### config.mk
export PLATFORM = sky130hd
export DESIGN_NAME = isbr_frame
export DESIGN_NICKNAME = d
export VERILOG_FILES = /design/src/sv/isbr_pkg.sv /design/src/sv/isbr_frame.sv
export SDC_FILE = /design/constraint.sdc
export NUM_CORES = 1
export LEC_CHECK = 0
export BUFFER_PORTS_ARGS = -buffer_cell sky130_fd_sc_hd__buf_2
export CAP_MARGIN = 20
export CELL_PAD_IN_SITES_DETAIL_PLACEMENT = 0
export CELL_PAD_IN_SITES_GLOBAL_PLACEMENT = 2
export CORE_ASPECT_RATIO = 1.2
export CORE_MARGIN = 10
export CORE_UTILIZATION = 34
export DETAILED_ROUTE_END_ITERATION = 8
export GPL_TIMING_DRIVEN = 0
export PLACE_DENSITY_LB_ADDON = 0.1
export SYNTH_ARGS = -nofsm -noshare
export SYNTH_HDL_FRONTEND = slang
export SYNTH_SLANG_ARGS = --single-unit
### constraint.sdc
create_clock -name clock -period 5.9 [get_ports clock]
set_input_delay 0.295 -clock clock [delete_from_list [all_inputs] [get_ports clock]]
set_output_delay 0.295 -clock clock [all_outputs]
set_load 0.005 [all_outputs]
### src/sv/isbr_pkg.sv
// Package for the inverted serial burst receiver: field widths, register
// indexes, reset values and the result type. No dependencies.
`timescale 1ns / 1ps
`default_nettype none

package isbr_pkg;

   localparam int unsigned TickW    = 10;  // bit_ticks and tick counter
   localparam int unsigned ByteW    = 8;   // data byte, msg_bytes, byte counter
   localparam int unsigned SlotW    = 4;   // bit slot within a byte frame
   localparam int unsigned CsrIdxW  = 2;
   localparam int unsigned CsrDataW = 10;

   localparam logic [SlotW-1:0] DataSlots = 4'd8;  // last data slot of a byte

   localparam logic [TickW-1:0] BitTicksReset = 10'd10;
   localparam logic [ByteW-1:0] MsgBytesReset = 8'd10;

   typedef enum logic [CsrIdxW-1:0] {
      CSR_BIT_TICKS = 2'd0,
      CSR_MSG_BYTES = 2'd1
   } csr_index_type;

   typedef struct packed {
      logic             valid;
      logic [ByteW-1:0] data_byte;
      logic             last_of_message;
   } result_type;

endpackage : isbr_pkg

`default_nettype wire

### src/sv/isbr_frame.sv
// Frame tracker: bit period counter, bit slot, byte counter and shift
// register, advanced at most once per line sample. Depends on isbr_pkg.
`timescale 1ns / 1ps
`default_nettype none

module isbr_frame
   import isbr_pkg::*;
(
   input  wire logic             clock,
   input  wire logic             reset,
   input  wire logic             step,
   input  wire logic             line_level,
   input  wire logic [TickW-1:0] bit_ticks,
   input  wire logic [ByteW-1:0] msg_bytes,
   output      result_type       result
);

   logic             receiving_ff, receiving_in;
   logic [TickW-1:0] tick_count_ff, tick_count_in;
   logic [SlotW-1:0] bit_slot_ff, bit_slot_in;
   logic [ByteW-1:0] byte_count_ff, byte_count_in;
   logic [ByteW-1:0] shift_bits_ff, shift_bits_in;

   logic             active;
   logic [TickW-1:0] tick_cur, tick_next;
   logic [SlotW-1:0] slot_cur;
   logic [ByteW-1:0] count_cur, count_next;
   logic [ByteW-1:0] shift_cur, shift_next;
   logic             sample, emit, period_end, msg_done;

   always_comb begin
      // a low line while idle opens a start period on this very sample
      active    = receiving_ff || !line_level;
      tick_cur  = receiving_ff ? tick_count_ff : '0;
      slot_cur  = receiving_ff ? bit_slot_ff   : '0;
      count_cur = receiving_ff ? byte_count_ff : '0;
      shift_cur = receiving_ff ? shift_bits_ff : '0;

      sample     = (tick_cur == '0) && (slot_cur != '0) && (slot_cur <= DataSlots);
      emit       = sample && (slot_cur == DataSlots);
      shift_next = sample ? {shift_cur[ByteW-2:0], ~line_level} : shift_cur;
      count_next = emit ? count_cur + 1'b1 : count_cur;
      msg_done   = (count_next >= msg_bytes);

      result.valid           = step && active && emit;
      result.data_byte       = shift_next;
      result.last_of_message = msg_done;

      tick_next  = tick_cur + 1'b1;
      period_end = (tick_next >= bit_ticks);

      receiving_in  = active;
      tick_count_in = tick_next;
      bit_slot_in   = slot_cur;
      byte_count_in = count_next;
      shift_bits_in = emit ? '0 : shift_next;

      if (period_end) begin
         tick_count_in = '0;
         if (slot_cur >= DataSlots) begin
            bit_slot_in = '0;
         end else if ((slot_cur == '0) && msg_done) begin
            // skip period after the final byte: drop back to idle
            receiving_in  = 1'b0;
            byte_count_in = '0;
            shift_bits_in = '0;
         end else begin
            bit_slot_in = slot_cur + 1'b1;
         end
      end
   end

   always_ff @(posedge clock) begin
      if (reset) begin
         receiving_ff  <= 1'b0;
         tick_count_ff <= '0;
         bit_slot_ff   <= '0;
         byte_count_ff <= '0;
         shift_bits_ff <= '0;
      end else if (step && active) begin
         receiving_ff  <= receiving_in;
         tick_count_ff <= tick_count_in;
         bit_slot_ff   <= bit_slot_in;
         byte_count_ff <= byte_count_in;
         shift_bits_ff <= shift_bits_in;
      end
   end

endmodule : isbr_frame

`default_nettype wire

### After elaboration in Yosys (flattened, before gate mapping)

Index checks and enable logic that the tools add are counted.

* $add $sub $neg: 3
* $lt $le $gt $ge: 4
* equality and inequality tests: 1
* multiplexer cells: 20
* bitwise logic cells: 1
* reduce and logical (&&, ||, !) cells: 11

Operator list (count)
* $mux W8: 11
* $mux W10: 2
* $mux W4: 4
* $add A10 B1 Y10 const B: 1
* $ge A10 B10 Y1: 1
* $logic_not A10 Y1: 1
* $add A8 B1 Y8 const B: 1
* $ge A8 B8 Y1: 1
* $logic_and A1 B1 Y1: 6
* $add A4 B1 Y4 const B: 1
* $eq A4 B4 Y1 const B: 1
* $ge A4 B4 Y1 const B: 1
* $le A4 B4 Y1 const B: 1
* $logic_not A4 Y1: 1
* $reduce_bool A4 Y1: 1
* $mux W1: 3
* $logic_not A1 Y1: 1
* $logic_or A1 B1 Y1: 1
* $not A1 Y1: 1

* bits in registers: 31
* input bits: 22
* output and inout port bits: 10
* word-level logic and storage cells: 45

### Logic depth before layout (Yosys ltp)

Gate-level depths: netlist of the first run.

* depth after elaboration: 11
* gate-level depth with buffers: 21
* depth with buffers taken out: 17

### Worst setup path after synthesis of the first run

Ideal clock, no wire load.

* kind: reg-to-reg
* start: register receiving_ff
* end: register shift_bits_ff[1]
* setup time: 0.117 ns
* data arrival time: 3.953 ns
* data required time: 5.783 ns
* path slack: 1.831 ns
* cell stages (with the launch flop): 22
* path buffers: 4
* period minus slack after synthesis: 4.069 ns
* cell sequence: dfxtp_1 > buf_4 > inv_1 > clkbuf_1 > clkbuf_1 > nor2_1 > inv_1 > ha_1 > and4b_4 > and4_1 > buf_4 > and4_4 > nand3_4 > xor2_1 > nor2_1 > ha_1 > nand4_1 > a311oi_1 > a31oi_1 > o21bai_1 > a41o_1 > a22o_1

* cells in the longest elaborated chain, start to end: 11
* elaborated cells between the ends (all ways): 26
* those cells by class: 2 x add/sub; 4 x order compare; 1 x eq/ne; 10 x mux; 9 x reduce/logical

RTL lines
* start, declared: RTL line isbr_frame.sv:18 `logic receiving_ff, receiving_in;`
* start signal, assigned: RTL line isbr_frame.sv:81 `receiving_ff <= receiving_in;`
* branches (longest 11 deep; another with $add A8 B1 Y8)
* end signal, assigned: RTL line isbr_frame.sv:85 `shift_bits_ff <= shift_bits_in;`
* end, declared: RTL line isbr_frame.sv:22 `logic [ByteW-1:0] shift_bits_ff, shift_bits_in;`

Parallel ways; which one is timed is not known.
A chain may end at the register's enable or synchronous reset.

### Worst setup path after layout of the first run

* start: register receiving_ff
* end: register shift_bits_ff[4]

The elaborated chain is that of the path after synthesis.

==> out/results.ini, run 1 <==
[final_layout]
final_util = 0.397
antenna_cells = 0
nNetsFinal = 378
multi_input_area_um2 = 1590
regArea_um2 = 621
nFillCells = 737
drive_above_1_share = 0.153
area_delta_synth_final_pct = 14.6

[yosys]
ys_types = 50
ys_async_sr_fraction = 0
yosysWarnings = 0
postSynthCellCount = 295
ys_top_cells_by_count = 37 x nand2_1, 31 x dfxtp_1, 26 x inv_1, 26 x nor2_1, 23 x ha_1
synth.area.top_cells = dfxtp_1 26%, ha_1 12%, nand2_1 5.9%, a22o_1 4.5%, inv_1 4.1%
yosysMostFrequentCell = nand2_1
syn_nets = 340
synth_top_area_share = 0.263
synth_largest_area_cell = dfxtp_1
synth_edf_count = 0
synth_ff_type = dfxtp_1
ys_seq_elements = 31
seq_area_frac_synth = 0.263
syn_avg_cell_area_um2 = 8.00
syn_area_um2 = 2360

[clocking]
clk_pin_slew_ns = 0.07
clk_path_buf_depth = 2
postCtsSetupRepairBufs = 0
htreeDepth = 2
clockRootBuffer = clkbuf_8
cts_buffers = 5
cts_resized = 0
cts.sinks = 31
clk_latency_ns = 0.28
cts_tree = built
cts-hold-fix-buffers = 0

[setup_path]
regToRegStartpoint = receiving_ff$_SDFFE_PP0P_
r2r_slack_ns = 0.85
cp.required_ns = 6.07
worst-path-max-fanout = 10
r2r-end = shift_bits_ff[4]$_SDFFE_PP0P_
cp.arrival_ns = 5.22
reg2regPathDepth = 21
crit_type = reg2reg
crit_path_end_kind = flop
start_kind = flop

[sta]
fmax_mhz = 198
timing.slew.headroom = 0.414
finalHoldViolCount = 0
slew_violations = 0
skew_ns = 0.00461
rsz0062_at_grt = no
fin_crit_sh = 0.856
tns_ns = 0
setup_viol = 0
fin_crit_ns = 5.05
setup_ws_ns = 0.852
tightestPinTransition_ns = 0.874

[hold_path]
hold_path_class = in2reg
hp-start = step
whs_path_depth = 3
hold_end = receiving_ff$_SDFFE_PP0P_

[floorplanning]
rows = 33
die_y_um = 111
initial_core_util = 0.346
ios = 32
fp.dieW_um = 96.1
coreArea_um2 = 6810
die_area_um2 = 10700

[pwr]
powerDensity_nw_per_um2 = 156
p_leak_uw = 0.00120
vdd_drop_max_mv = 0.102

[run_status]
outcome = finished clean

[route]
via_per_inst = 5.20
firstDrtPassIters = 4
vias = 2189
drt_wl_total_mm = 6.65
route.detailed.drc = 0
drt_iter0_drc = 100
postRouteAntennaNets = 0
wl_per_cell_um = 15.8

[global_routing]
gr-usage-met1 = 0.151
grt_max_degree = 11
grt_pass1_vias = 2206
antenna_found_initial = 0
use_met3 = 0.0271
grt_pass1_wl_mm = 10.9
grt_overflow = 0
grt-busiest-layer = met2
gr-usage-all-layers = 0.126
grtUsageMet2 = 0.219

[flow_run]
max_cap_viol_count = 0

[placed_design]
port_buffers = 31
place_congestion = 0.803
place_hpwl_mm = 5.21
dp_slack_ns = 0.823

[critical path: stages, from the launching register on]
cell,delay (ns)
dfxtp_1,0.30
buf_4,0.16
inv_1,0.07
clkbuf_1,0.44
clkbuf_1,0.46
nor2_1,0.13
inv_1,0.08
ha_1,0.23
and4b_4,0.29
and4_1,0.20
buf_4,0.14
and4_4,0.26
nand3_4,0.09
xor2_1,0.14
nor2_1,0.07
ha_1,0.36
nand4_1,0.13
a311oi_1,0.32
a31oi_1,0.11
o21bai_1,0.34
a41o_1,0.40
a22o_1,0.22
[logic make-up (layout without fill, tap and decap cells)]
kind of cell	after synthesis	in the layout	share of synthesized area
compound gates	63	63	0.195
xor+xnor	15	15	0.0557
fa+ha+maj	23	23	0.122
buf+inv	37	76	0.0636
flops	31	31	0.263
mux	8	8	0.0345
simple gates	118	118	0.266
[worst max path at each step]
stage	from	endpoint	cells past startpoint
2_1_floorplan	receiving_ff$_SDFFE_PP0P_	shift_bits_ff[1]$_SDFFE_PP0P_	21
3_3_place_gp	receiving_ff$_SDFFE_PP0P_	shift_bits_ff[4]$_SDFFE_PP0P_	21
3_5_place_dp	receiving_ff$_SDFFE_PP0P_	shift_bits_ff[1]$_SDFFE_PP0P_	21
4_1_cts	receiving_ff$_SDFFE_PP0P_	shift_bits_ff[7]$_SDFFE_PP0P_	21
5_1_grt	receiving_ff$_SDFFE_PP0P_	shift_bits_ff[4]$_SDFFE_PP0P_	21
6_report	receiving_ff$_SDFFE_PP0P_	shift_bits_ff[4]$_SDFFE_PP0P_	21
[routing by layer]
| metal | share of wire | up-vias |
|---|---|---|
| met5 | 0 | - |
| met4 | 0.0066 | 0 |
| met3 | 0.044 | 4 |
| met2 | 0.50 | 46 |
| met1 | 0.44 | 1012 |
| li1 | - | 1127 |
[through the flow]
stage / total power, uW / hold WS [ns] / area, um2 / cells
CTS: 430 / 0.376 / 2710 / 421
global route: 445 / 0.390 / 2710 / 421
global placement: 265 / 0.459 / 2620 / 413
floorplan: 245 / 0.442 / 2360 / 295
finish: 423 / 0.387 / 2710 / 421
detailed placement: 265 / 0.464 / 2620 / 413
[final cells by class]
type | count | share of cell area
Multi-Input combinational cell | 227 | 0.587
Sequential cell | 31 | 0.229
Timing Repair Buffer | 31 | 0.0574
Tap cell | 87 | 0.0402
Inverter | 26 | 0.0361
Clock buffer | 7 | 0.0282
Buffer | 11 | 0.0194
Clock inverter | 1 | 0.00185
[cell usage in the layout (no fill, tap or decap), drive strengths merged, types with 3 or more instances in the layout]
cell type / netlist / final
xnor2: 8 / 8
a21oi: 18 / 18
nor2: 26 / 26
and3: 4 / 4
nor3: 5 / 5
nand2: 37 / 37
inv: 26 / 26
nand4: 9 / 9
mux2i: 7 / 7
buf: 3 / 34
dfxtp: 31 / 31
a31oi: 4 / 4
and2: 5 / 5
nor4: 3 / 3
a22o: 12 / 12
nand3: 16 / 16
o21ai: 8 / 8
xor2: 7 / 7
nand2b: 5 / 5
clkbuf: 8 / 15
ha: 23 / 23
[flip-flops by register name (all words and copies together) (netlist names)]
| name | flops |
|---|---|
| shift_bits_ff | 8 |
| byte_count_ff | 8 |
| tick_count_ff | 10 |
| bit_slot_ff | 4 |
| receiving_ff | 1 |
[power breakdown]
group          switching, uW  total (uW)  internal (uW)
logic                   32.8        49.2           16.3
registers              0.536         211            210
clock network           80.4         163           82.8
total                    114         423            309
(Power assumes the default switching activity.)
==> run 2: changes to the inputs <==
Settings changed: CTS_CLUSTER_SIZE set to 28, PLACE_DENSITY set to 0.77, PLACE_DENSITY_LB_ADDON 0.1 to unset.
==> run 2 against run 1 <==
Effect of this change:
- die area is the same
- core utilization unchanged
- worst hold slack got worse by 0.0094 ns
- non-clock buffer count did not move
- sequential share of layout area did not move
- combinational power barely moved
- via count fell by 0.78%
- largest cell class unchanged
==> out/results.ini, run 2 (same netlist as run 1, synthesis figures left out) <==
[sta]
rsz0062_at_grt = no  ; unchanged
finalHoldViolCount = 0  ; unchanged
slew_violations = 0  ; unchanged
timing.slew.headroom = 0.434  ; was 0.414
fmax_mhz = 198  ; about the same
fin_crit_ns = 5.05  ; about the same
tns_ns = 0  ; unchanged
fin_crit_sh = 0.855  ; was 0.856
setup_ws_ns = 0.855  ; was 0.852 ns
tightestPinTransition_ns = 0.843  ; was 0.874 ns
skew_ns = 0.00283  ; was 0.00461 ns
setup_viol = 0  ; unchanged

[final_layout]
regArea_um2 = 621  ; unchanged
final_common_cell = nand2_1  ; unchanged
multi_input_area_um2 = 1590  ; unchanged
antenna_cells = 0  ; unchanged
final_util = 0.397  ; unchanged
drive_above_1_share = 0.153  ; unchanged
largest_register_ffs = 10  ; unchanged
top_regs = tick_count_ff x10, byte_count_ff x8, shift_bits_ff x8  ; unchanged
regMostFlops = tick_count_ff  ; unchanged
nNetsFinal = 378  ; unchanged
nFillCells = 750  ; was 737
area_delta_synth_final_pct = 14.6  ; unchanged
final_cell_mix = 37 x nand2_1, 31 x dfxtp_1, 31 x buf_2  ; unchanged

[clocking]
cts-hold-fix-buffers = 0  ; unchanged
clockRootBuffer = clkbuf_8  ; unchanged
cts_resized = 0  ; unchanged
cts.sinks = 31  ; unchanged
cts_tree = built  ; unchanged
postCtsSetupRepairBufs = 0  ; unchanged
clk_pin_slew_ns = 0.07  ; about the same
clk_latency_ns = 0.28  ; about the same
cts_buffers = 5  ; unchanged
htreeDepth = 2  ; unchanged
clk_path_buf_depth = 2  ; unchanged

[pwr]
swShare = 0.276  ; was 0.269
switchingPower_uw = 118  ; was 114 uW
seqPwrFrac = 0.493  ; was 0.498
powerDensity_nw_per_um2 = 158  ; was 156 nW/um2
power.internal_uw = 309  ; about the same
power.total_uw = 427  ; was 423 uW
p_clk_frac = 0.392  ; was 0.386
vdd_drop_max_mv = 0.0994  ; was 0.102 mV
combPwrFrac = 0.115  ; was 0.116
p_leak_uw = 0.00120  ; unchanged

[route]
drt_iter0_drc = 110  ; was 100
route.detailed.drc = 0  ; unchanged
via_per_inst = 5.16  ; was 5.20
drt_wl_total_mm = 6.45  ; was 6.65 mm
vias = 2172  ; was 2189
wl_per_cell_um = 15.3  ; was 15.8 um
postRouteAntennaNets = 0  ; unchanged
firstDrtPassIters = 4  ; unchanged

[floorplanning]
fp.dieW_um = 96.1  ; unchanged
ios = 32  ; unchanged
rows = 33  ; unchanged
die_y_um = 111  ; unchanged
die_area_um2 = 10700  ; unchanged
initial_core_util = 0.346  ; unchanged
coreArea_um2 = 6810  ; unchanged

[setup_path]
cp.arrival_ns = 5.22  ; about the same
crit_path_end_kind = flop  ; unchanged
cp.required_ns = 6.08  ; was 6.07 ns
regToRegStartpoint = receiving_ff$_SDFFE_PP0P_  ; unchanged
start_kind = flop  ; unchanged
r2r_slack_ns = 0.85  ; about the same
worst-path-max-fanout = 10  ; unchanged
crit_type = reg2reg  ; unchanged
cp-startpoint = receiving_ff$_SDFFE_PP0P_  ; unchanged

[global_routing]
gr-usage-all-layers = 0.124  ; was 0.126
grt_overflow = 0  ; unchanged
antenna_found_initial = 0  ; unchanged
grt_pass1_wl_mm = 10.8  ; was 10.9 mm
grt_pass1_vias = 2140  ; was 2206
grt_max_degree = 11  ; unchanged

[placed_design]
dp_slack_ns = 0.879  ; was 0.823 ns
place_congestion = 0.781  ; was 0.803
port_buffers = 31  ; unchanged
place_hpwl_mm = 5.07  ; was 5.21 mm

[hold_path]
hp-start = step  ; unchanged
hold_path_class = in2reg  ; unchanged

[run_status]
outcome = finished clean  ; unchanged

[flow_run]
max_cap_viol_count = 0  ; unchanged

==> run 2: cell counts in the layout (fill, tap and decap cells not counted) <==
No cell type changed its count.
==> run 2: routing by layer <==
metal,GRT usage,wire length (um),vias to the layer above
met2,0.206,3080,46
met1,0.157,2990,989
li1,-,-,1132
met3,0.0251,307,5
met4,0.0325,78,0
met5,0,0,-
==> run 2: final timing paths <==
path / endpoint / depth (start not counted)
setup / recovery: shift_bits_ff[4]$_SDFFE_PP0P_ / 21
hold / removal: receiving_ff$_SDFFE_PP0P_ / 3
setup reg to reg: shift_bits_ff[4]$_SDFFE_PP0P_ / 21
hold reg to reg: tick_count_ff[0]$_SDFFE_PP0P_ / 2
==> run 2: critical path: stages (launching register included) <==
cell and delay, ns:
dfxtp_1 0.30, buf_4 0.16, inv_1 0.07, clkbuf_1 0.44
clkbuf_1 0.44, nor2_1 0.13, inv_1 0.08, ha_1 0.22
and4b_4 0.29, and4_1 0.22, buf_4 0.15, and4_4 0.27
nand3_4 0.09, xor2_1 0.17, nor2_1 0.07, ha_1 0.35
nand4_1 0.13, a311oi_1 0.29, a31oi_1 0.10, o21bai_1 0.34
a41o_1 0.40, a22o_1 0.22
==> run 2: cell type report <==
class,count,area share
clock buffers,7,0.0282
plain buffers,11,0.0194
repair buffers,31,0.0574
multi-input cells,227,0.587
clock inverters,1,0.00185
flip-flops and latches,31,0.229
well taps,87,0.0402
inverters,26,0.0361
==> run 2: metrics by stage <==
stage / hold slack [ns] / instance area (um2) / instances
floorplan: 0.442 / 2360 / 295
global placement: 0.458 / 2620 / 413
detailed placement: 0.462 / 2620 / 413
CTS: 0.372 / 2710 / 421
global route: 0.410 / 2710 / 421
finish: 0.378 / 2710 / 421
==> run 2: power groups by stage <==
stage	clock, uW	sequential (uW)	combinational, uW
finish	168	211	49.0
global route	180	211	55.6
CTS	171	211	49.7
detailed placement	0	216	49.4
global placement	0	216	49.4
floorplan	0	215	29.1
==> run 3: changes to the inputs <==
Settings changed: ABC_AREA set to 1, CORE_MARGIN 10 to unset, CORE_UTILIZATION 34 to 31, TNS_END_PERCENT set to 1.
==> run 3 against run 2 <==
Effect of this change:
- via count is 14% higher
- design area is 7.5% higher
- final cell count is 29% higher
- non-clock buffer count is 2 higher
- sequential power hardly changed
- clock skew is 0.0051 ns higher
- area after synthesis is 8.4% higher
- wire length is 1.9% lower
- core utilization is 2.6 points lower
- highest routed layer unchanged
==> out/results.ini, run 3 <==
[sta]
skew_ns = 0.00794  ; was 0.00283 ns
timing.slew.headroom = 0.659  ; was 0.434
setup_ws_ns = 1.80  ; was 0.855 ns
whs_ns = 0.318  ; was 0.378 ns
finalHoldViolCount = 0  ; unchanged
tns_ns = 0  ; unchanged
fin_crit_sh = 0.695  ; was 0.855
fin_crit_ns = 4.10  ; was 5.05 ns
setup_viol = 0  ; unchanged
fmax_mhz = 244  ; was 198 MHz
rsz0062_at_grt = no  ; unchanged
slew_violations = 0  ; unchanged
tightestPinTransition_ns = 0.512  ; was 0.843 ns

[yosys]
ys_top_cells_by_count = 150 x nand2_1, 70 x inv_1, 35 x a21oi_1  ; was 37 x nand2_1, 31 x dfxtp_1, 26 x inv_1, 26 x nor2_1, 23 x ha_1
syn_avg_cell_area_um2 = 6.18  ; was 8.00 um2
synth_edf_count = 0  ; unchanged
ys_async_sr_fraction = 0  ; unchanged
syn_nets = 459  ; was 340
synth.area.mux_share = 0  ; was 0.0345
synth_adder_area_share = 0.113  ; was 0.122
synth_ff_type = dfxtp_1  ; unchanged
yosysMostFrequentCell = nand2_1  ; unchanged
syn_area_um2 = 2560  ; was 2360 um2
synth_largest_area_cell = dfxtp_1  ; unchanged
postSynthCellCount = 414  ; was 295
synth_top_family_by_area = simple AND/OR/NAND/NOR gates  ; unchanged
synth.area.top_cells = dfxtp_1 24%, nand2_1 22%, ha_1 11%, inv_1 10%, a21oi_1 6.8%  ; was dfxtp_1 26%, ha_1 12%, nand2_1 5.9%, a22o_1 4.5%, inv_1 4.1%
synth_top_area_share = 0.243  ; was 0.263
yosys.area_share.xor_xnor = 0.0479  ; was 0.0557
yosysWarnings = 0  ; unchanged
ys_seq_elements = 31  ; unchanged
seq_area_frac_synth = 0.243  ; was 0.263
synth-compound-area-share = 0.108  ; was 0.195
synthSimpleGateAreaFrac = 0.345  ; was 0.266
ys_types = 33  ; was 50

[placed_design]
dp_slack_ns = 1.71  ; was 0.879 ns
place_hpwl_mm = 4.97  ; was 5.07 mm
place_congestion = 0.737  ; was 0.781
port_buffers = 31  ; unchanged
placed_area_um2 = 2830  ; was 2620 um2

[final_layout]
top_regs = tick_count_ff x10, byte_count_ff x8, shift_bits_ff x8  ; unchanged
fin_area_um2 = 2910  ; was 2710 um2
area_delta_synth_final_pct = 13.7  ; was 14.6%
nFillCells = 879  ; was 750
regMostFlops = tick_count_ff  ; unchanged
final_common_cell = nand2_1  ; unchanged
nNetsFinal = 497  ; was 378
drive_above_1_share = 0.132  ; was 0.153
final_cell_mix = 150 x nand2_1, 70 x inv_1, 35 x a21oi_1  ; was 37 x nand2_1, 31 x dfxtp_1, 31 x buf_2
largest_register_ffs = 10  ; unchanged
regArea_um2 = 621  ; unchanged
multi_input_area_um2 = 1570  ; was 1590 um2
antenna_cells = 0  ; unchanged

[global_routing]
grt_pass1_wl_mm = 10.9  ; was 10.8 mm
grt_overflow = 0  ; unchanged
gr-usage-all-layers = 0.162  ; was 0.124
grt_pass1_vias = 2402  ; was 2140
grt_max_degree = 11  ; unchanged
antenna_found_initial = 0  ; unchanged

[hold_path]
hold_path_class = in2reg  ; unchanged

[run_status]
outcome = finished clean  ; unchanged

[flow_run]
max_cap_viol_count = 0  ; unchanged

[pwr]
p_leak_uw = 0.00176  ; was 0.00120 uW
power.total_uw = 430  ; was 427 uW
powerDensity_nw_per_um2 = 148  ; was 158 nW/um2
vdd_drop_max_mv = 0.0660  ; was 0.0994 mV

[setup_path]
cp.required_ns = 6.11  ; was 6.08 ns
worst-path-max-fanout = 10  ; unchanged
crit_type = reg2reg  ; unchanged
start_kind = flop  ; unchanged
cp.arrival_ns = 4.31  ; was 5.22 ns
crit_path_end_kind = flop  ; unchanged

[clocking]
clk_latency_ns = 0.28  ; about the same
cts-hold-fix-buffers = 0  ; unchanged
cts_resized = 0  ; unchanged
postCtsSetupRepairBufs = 0  ; unchanged
cts.sinks = 31  ; unchanged
clk_pin_slew_ns = 0.07  ; about the same
clk_path_buf_depth = 2  ; unchanged
cts_buffers = 5  ; unchanged
htreeDepth = 2  ; unchanged
clockRootBuffer = clkbuf_8  ; unchanged
cts_tree = built  ; unchanged

[route]
postRouteAntennaNets = 0  ; unchanged
drt_iter0_drc = 70  ; was 110
drt_wl_total_mm = 6.33  ; was 6.45 mm
via_per_inst = 4.56  ; was 5.16
wl_per_cell_um = 11.6  ; was 15.3 um
firstDrtPassIters = 4  ; unchanged
route.detailed.drc = 0  ; unchanged
vias = 2486  ; was 2172

[floorplanning]
ios = 32  ; unchanged
die_area_um2 = 8620  ; was 10700 um2
initial_core_util = 0.326  ; was 0.346
die_y_um = 101  ; was 111 um
coreArea_um2 = 7840  ; was 6810 um2
fp.dieW_um = 84.9  ; was 96.1 um
rows = 35  ; was 33

==> run 3: metrics by stage <==
| stage | utilization | cells |
|---|---|---|
| 6_report | 0.371 | 545 |
| 5_1_grt | 0.371 | 545 |
| 4_1_cts | 0.371 | 545 |
| 3_5_place_dp | 0.361 | 537 |
| 3_3_place_gp | 0.361 | 537 |
| 2_1_floorplan | - | 414 |
==> run 3: cell families after synthesis <==
group / after synthesis
buffers and inverters: 85
DFF: 31
and+or+nand+nor: 210
adders and majority gates: 23
xor gates and xnor gates: 14
AOI/OAI and AO/OA: 51
==> run 3: power breakdown <==
group	internal (uW)	switching, uW	leakage, uW
combinational	17.9	36.2	0.00146
sequential	211	1.47	0.000250
clock	82.8	81.4	0.0000422
==> run 3: worst max-delay path, stage by stage, from the launching register on <==
cell,delay [ns]
dfxtp_1,0.43
buf_6,0.18
buf_4,0.20
buf_2,0.27
nand2_1,0.16
ha_1,0.23
nand2_1,0.07
nor2_1,0.06
nor2_2,0.24
nand3_4,0.20
inv_6,0.14
buf_12,0.14
nand2_4,0.05
o21ai_2,0.07
ha_1,0.26
nand2_1,0.06
nand3_1,0.07
nand2_1,0.06
nand2_1,0.07
nand2_1,0.06
nand2_1,0.08
nand2_1,0.16
nand2_1,0.09
o21ai_2,0.19
buf_4,0.28
nand2_1,0.08
a21oi_1,0.11
==> run 3: final timing paths <==
kind / start / end / slack, ns / cells after the start
setup reg to reg: receiving_ff$_SDFFE_PP0P_ / byte_count_ff[7]$_SDFFE_PP0P_ / 1.80 / 26
hold reg to reg: byte_count_ff[6]$_SDFFE_PP0P_ / byte_count_ff[6]$_SDFFE_PP0P_ / 0.47 / 2
hold / removal: reset / receiving_ff$_SDFFE_PP0P_ / 0.32 / 3
setup / recovery: receiving_ff$_SDFFE_PP0P_ / byte_count_ff[7]$_SDFFE_PP0P_ / 1.80 / 26
==> run 3: layer usage <==
metal / vias up / GRT usage / routed length [um]
met2: 32 / 0.301 / 3230
met4: 0 / 0.0508 / 86
met3: 6 / 0.0244 / 123
li1: 1347 / - / -
met5: - / 0 / 0
met1: 1101 / 0.191 / 2900
==> run 3: layout make-up <==
class	count	share of cell area
buffer	13	0.0318
clock buffer	7	0.0262
clock inverter	1	0.00172
inverter	72	0.0946
multi-input combinational	298	0.539
sequential	31	0.213
tap	92	0.0396
timing repair buffer	31	0.0533
